## config.mk

```make
export PLATFORM = sky130hd
export DESIGN_NAME = kfrs_cell
export DESIGN_NICKNAME = d
export VERILOG_FILES = /design/src/sv/assert_macros.svh /design/src/sv/kfrs_pkg.sv /design/src/sv/kfrs_cell.sv
export SDC_FILE = /design/constraint.sdc
export NUM_CORES = 1
export LEC_CHECK = 0
export BUFFER_PORTS_ARGS = -buffer_cell sky130_fd_sc_hd__clkbuf_2
export CAP_MARGIN = 15
export CORE_ASPECT_RATIO = 0.6
export CORE_MARGIN = 10
export CORE_UTILIZATION = 51
export CTS_BUF_LIST = sky130_fd_sc_hd__clkbuf_16
export CTS_CLUSTER_DIAMETER = 60
export CTS_CLUSTER_SIZE = 20
export DETAILED_ROUTE_END_ITERATION = 16
export PLACE_DENSITY = 0.95
export SLEW_MARGIN = 15
export SYNTH_ARGS = -nofsm -noshare
export SYNTH_HDL_FRONTEND = slang
export SYNTH_SLANG_ARGS = --single-unit
```

## constraint.sdc

```tcl
create_clock -name clk -period 10 [get_ports clk]
set_input_delay 2 -clock clk [delete_from_list [all_inputs] [get_ports clk]]
set_output_delay 2 -clock clk [all_outputs]
set_load 0.03 [all_outputs]
```

## src/sv/assert_macros.svh

```systemverilog
// assertion helpers for the rtl files
`ifndef ASSERT_MACROS_SVH
`define ASSERT_MACROS_SVH

// checked on every rising edge outside reset
`define KFRS_ASSERT(name, prop, msg) \
	name: assert property (@(posedge clk) disable iff (!arst_n) prop) else $error(msg);

// checked on every rising edge, reset included
`define KFRS_ASSERT_ALWAYS(name, prop, msg) \
	name: assert property (@(posedge clk) prop) else $error(msg);

`endif

```

## src/sv/kfrs_pkg.sv

```systemverilog
`default_nettype none
// ----------------------------------------------------------------------------
// kfrs_pkg
// Shared widths, types and constants of the k-mer frequency record sorter.
// ----------------------------------------------------------------------------
package kfrs_pkg;

	localparam int MAX_RECORDS = 64;
	localparam int KMER_LEN    = 5;

	localparam int TEXT_W = 40;
	localparam int FREQ_W = 24;
	localparam int REC_W  = TEXT_W + FREQ_W;
	localparam int CNT_W  = $clog2(MAX_RECORDS + 1);

	// only the used character bytes take part in the key
	localparam int TEXT_USED = (KMER_LEN * 8 >= TEXT_W) ? TEXT_W : KMER_LEN * 8;
	localparam logic [TEXT_W-1:0] TEXT_MASK = {TEXT_W{1'b1}} >> (TEXT_W - TEXT_USED);

	localparam logic [CNT_W-1:0] CAPACITY = CNT_W'(MAX_RECORDS);

	// record key: frequency above text, so one unsigned compare gives the order
	typedef logic [REC_W-1:0] rec_t;

	typedef struct packed {
		logic insert;
		logic shift;
	} cell_ctrl_t;

endpackage : kfrs_pkg
`default_nettype wire

```

## src/sv/kfrs_cell.sv

```systemverilog
`default_nettype none
// ----------------------------------------------------------------------------
// kfrs_cell
// One slot of the sorting row: holds a record, opens a gap for a smaller
// incoming request and shifts towards the head while the run drains.
// ----------------------------------------------------------------------------
module kfrs_cell (
	input  wire                  clk,
	input  kfrs_pkg::cell_ctrl_t ctrl,
	input  kfrs_pkg::rec_t       new_rec,
	input  wire                  occupied,
	input  wire                  left_gt,
	input  kfrs_pkg::rec_t       left_rec,
	input  kfrs_pkg::rec_t       right_rec,
	output logic                 gt,
	output kfrs_pkg::rec_t       rec
);
	import kfrs_pkg::*;

	rec_t rec_q;

	// empty slots count as larger than anything
	assign gt  = !occupied || (new_rec < rec_q);
	assign rec = rec_q;

	always_ff @(posedge clk) begin
		if (ctrl.insert && gt) begin
			rec_q <= left_gt ? left_rec : new_rec;
		end else if (ctrl.shift) begin
			rec_q <= right_rec;
		end
	end

endmodule : kfrs_cell
`default_nettype wire

```

==> metrics.yaml <==
cp_top_family: "simple AND/OR/NAND/NOR gates"
cts_buffers: 9
gp_congestion: 0.842
drtIter0Drc: 207
multi_input_area_um2: 3110
drc_errors: 0
rsz0062_at_grt: "no"
synth_cell_type_count: 33
critPathRequiredTime_ns: 8.00
dr.pass1.iters: 4
grt_usage_pct: 21.4
finalCriticalPeriod_ns: 6.26
grt_pass1_vias: 5050
htree_levels: 3
syn_area_per_cell_um2: 12.4
post-route-period-util_pct: 62.6
cts_resized: 0
final-hold-violation-count: 0
clkSinkCount: 64
critPathMaxStageDelay_ns: 0.49
finalClockSkew_ns: 0.00617
core_um2: 10500
ios: 262
nFillCells: 803
post-route-util_pct: 67.2
critPathMaxFanout: 3
placementRows: 29
holdPathEnd: "rec[32]"
grt_max_degree: 65
grt-ovfl-total: 0
yosysWarnings: 0
setup_viol: 0
seq_area_frac_synth_pct: 35.4
drive_above_1_share_pct: 58.5
power-per-cell-area_nw_per_um2: 189
syn-cell-area_um2: 5430
p_leak_nw: 3.69
cp_slowest_cell: "nor4_1"
clk-insertion-delay-late_ns: 0.32
async_reset_ff_share_pct: 0
synth_nets: 699
num_antenna_cells: 0
ys.flop_type: "edfxtp_1"
vias: 4486
dp_slack_ns: 3.70
die_x_um: 153
hold_depth: 7
r2r_slack_ns: 6.02
slew_headroom_pct: 41.5
cts_tree: "yes"
critPathMostFrequentCell: "clkbuf_2"
synth_edf_count: 64
vdd_drop_max_mv: 0.107
whs_ns: 1.71
synth_common_cells: "mux2_2, inv_1, edfxtp_1"
clkSlewWorstSetupHoldPaths_ns: 0.05
dieHeight_um: 99.9
synth.most_common_cell: "mux2_2"
clock-root-buffer: "clkbuf_16"
setup_slack_ns: 3.74
synth_top_area_share_pct: 35.4
reg2reg_depth: 10
num-nets-final: 961
worstHoldPathType: "reg -> reg"
grt_pass1_wl_um: 26500
crit_chain: "clkbuf_2 -> ha_1 -> nand4_1 -> nor4_1 -> a22oi_1 -> o211ai_1 -> a211oi_1 -> nor3b_1 -> o21ai_0 -> clkbuf_2"
clk_path_buf_depth: 2
timing.rr.end: "rec[63]"
post_cts_buffers: 0
worstSetupStartpointType: "primary input"
wl_per_cell_um: 20.4
cp.arrival_ns: 4.26
ys_ff_latch: 64
port_buffers: 261
drt-total-wl_um: 17200
initial_core_util_pct: 51.8
dieArea_um2: 15300
hpwlAfterDp_um: 14600
antenna_found_initial: 1
end_kind: "output port"
fmax_mhz: 160
outcome: "completed"
largest_reg_flops: 64
routed_via_density: 5.31
syn2layout_area_growth_pct: 29.7
postCtsHoldBufs: 0
maxCapViolCount: 0
worstMarginPinSlew_ns: 0.878
rr_startpoint: "rec[29]"
critPathKind: "in -> out"
register_area_um2: 1920
netlist_instances: 439
synth.top_cells.by_area: "edfxtp_1, mux2_4, ha_1"
hold_start: "rec[63]"
drv_slew: 0
yosys.area.top_type: "edfxtp_1"
ant_nets: 0
setup_tns_ns: 0
crit_buf_inv: 2
worst max path at each step:
stage | from | to | slack (ns) | cells past startpoint
CTS | new_rec[30] | gt | 3.68 | 10
global placement | new_rec[30] | gt | 3.80 | 10
floorplan | new_rec[45] | gt | 4.13 | 8
finish | new_rec[30] | gt | 3.74 | 10
detailed placement | new_rec[30] | gt | 3.70 | 10
global route | new_rec[30] | gt | 3.38 | 10
layer usage:
layer,global-route usage (%),vias to the layer above,share of wire [%]
li1,-,2155,-
met1,23.5,2116,40
met2,38.3,194,49
met3,8.71,19,9.7
met4,4.89,2,1.2
met5,0,-,0.075
area by class of cell:
cell class,instances,area share [%]
Timing Repair Buffer,264,18.9
Clock buffer,9,3.20
Clock inverter,7,0.444
Tap cell,139,2.47
Sequential cell,64,27.3
Inverter,66,3.52
Multi-Input combinational cell,296,44.2
cells by family after synthesis:
group | after synthesis | synth area share, %
muxes | 128 | 30.7
buffers and inverters | 79 | 7.26
DFF | 64 | 35.4
adders and majority gates | 63 | 14.5
AOI/OAI and AO/OA | 56 | 6.73
and+or+nand+nor | 49 | 5.41
stage by stage:
step | cell area [um^2] | cells | power (mW)
floorplan | 5430 | 439 | 0.895
global placement | 6790 | 829 | 1.04
detailed placement | 6790 | 829 | 1.07
CTS | 7040 | 845 | 1.34
global route | 7040 | 845 | 1.41
finish | 7040 | 845 | 1.33
layout by cell type (no fill, tap or decap), drive strengths merged:
| cell | instances |
|---|---|
| clkbuf | 269 |
| mux2 | 128 |
| inv | 68 |
| edfxtp | 64 |
| ha | 63 |
| a21oi | 26 |
| nand2 | 17 |
| nand4 | 12 |
| o21ai | 10 |
| nor2 | 7 |
| nand3 | 5 |
| clkinv | 5 |
| a22oi | 4 |
| a21o | 4 |
| buf | 4 |
| nor4 | 3 |
| o211ai | 3 |
| nor3 | 2 |
| a211oi | 2 |
| a221oi | 1 |
| o21a | 1 |
| nand2b | 1 |
| a2111o | 1 |
| a31oi | 1 |
| nor3b | 1 |
| a2111oi | 1 |
| o41ai | 1 |
| o22ai | 1 |
| or3 | 1 |
report_power, final:
part,internal [mW],total [mW],switching [mW]
Sequential,0.386,0.424,0.0376
Clock,0.163,0.274,0.111
Combinational,0.260,0.636,0.376
Total,0.810,1.33,0.525
tightest hold or removal path, delay by kind of cell, from the launching register on:
family,cells,cell delay (ns)
compound gates,2,0.14
fa+ha+maj,1,0.14
buf+inv,1,0.08
flops,1,0.40
mux,1,0.25
simple gates,2,0.59
Note: power is estimated with default switching activity, not from simulation.
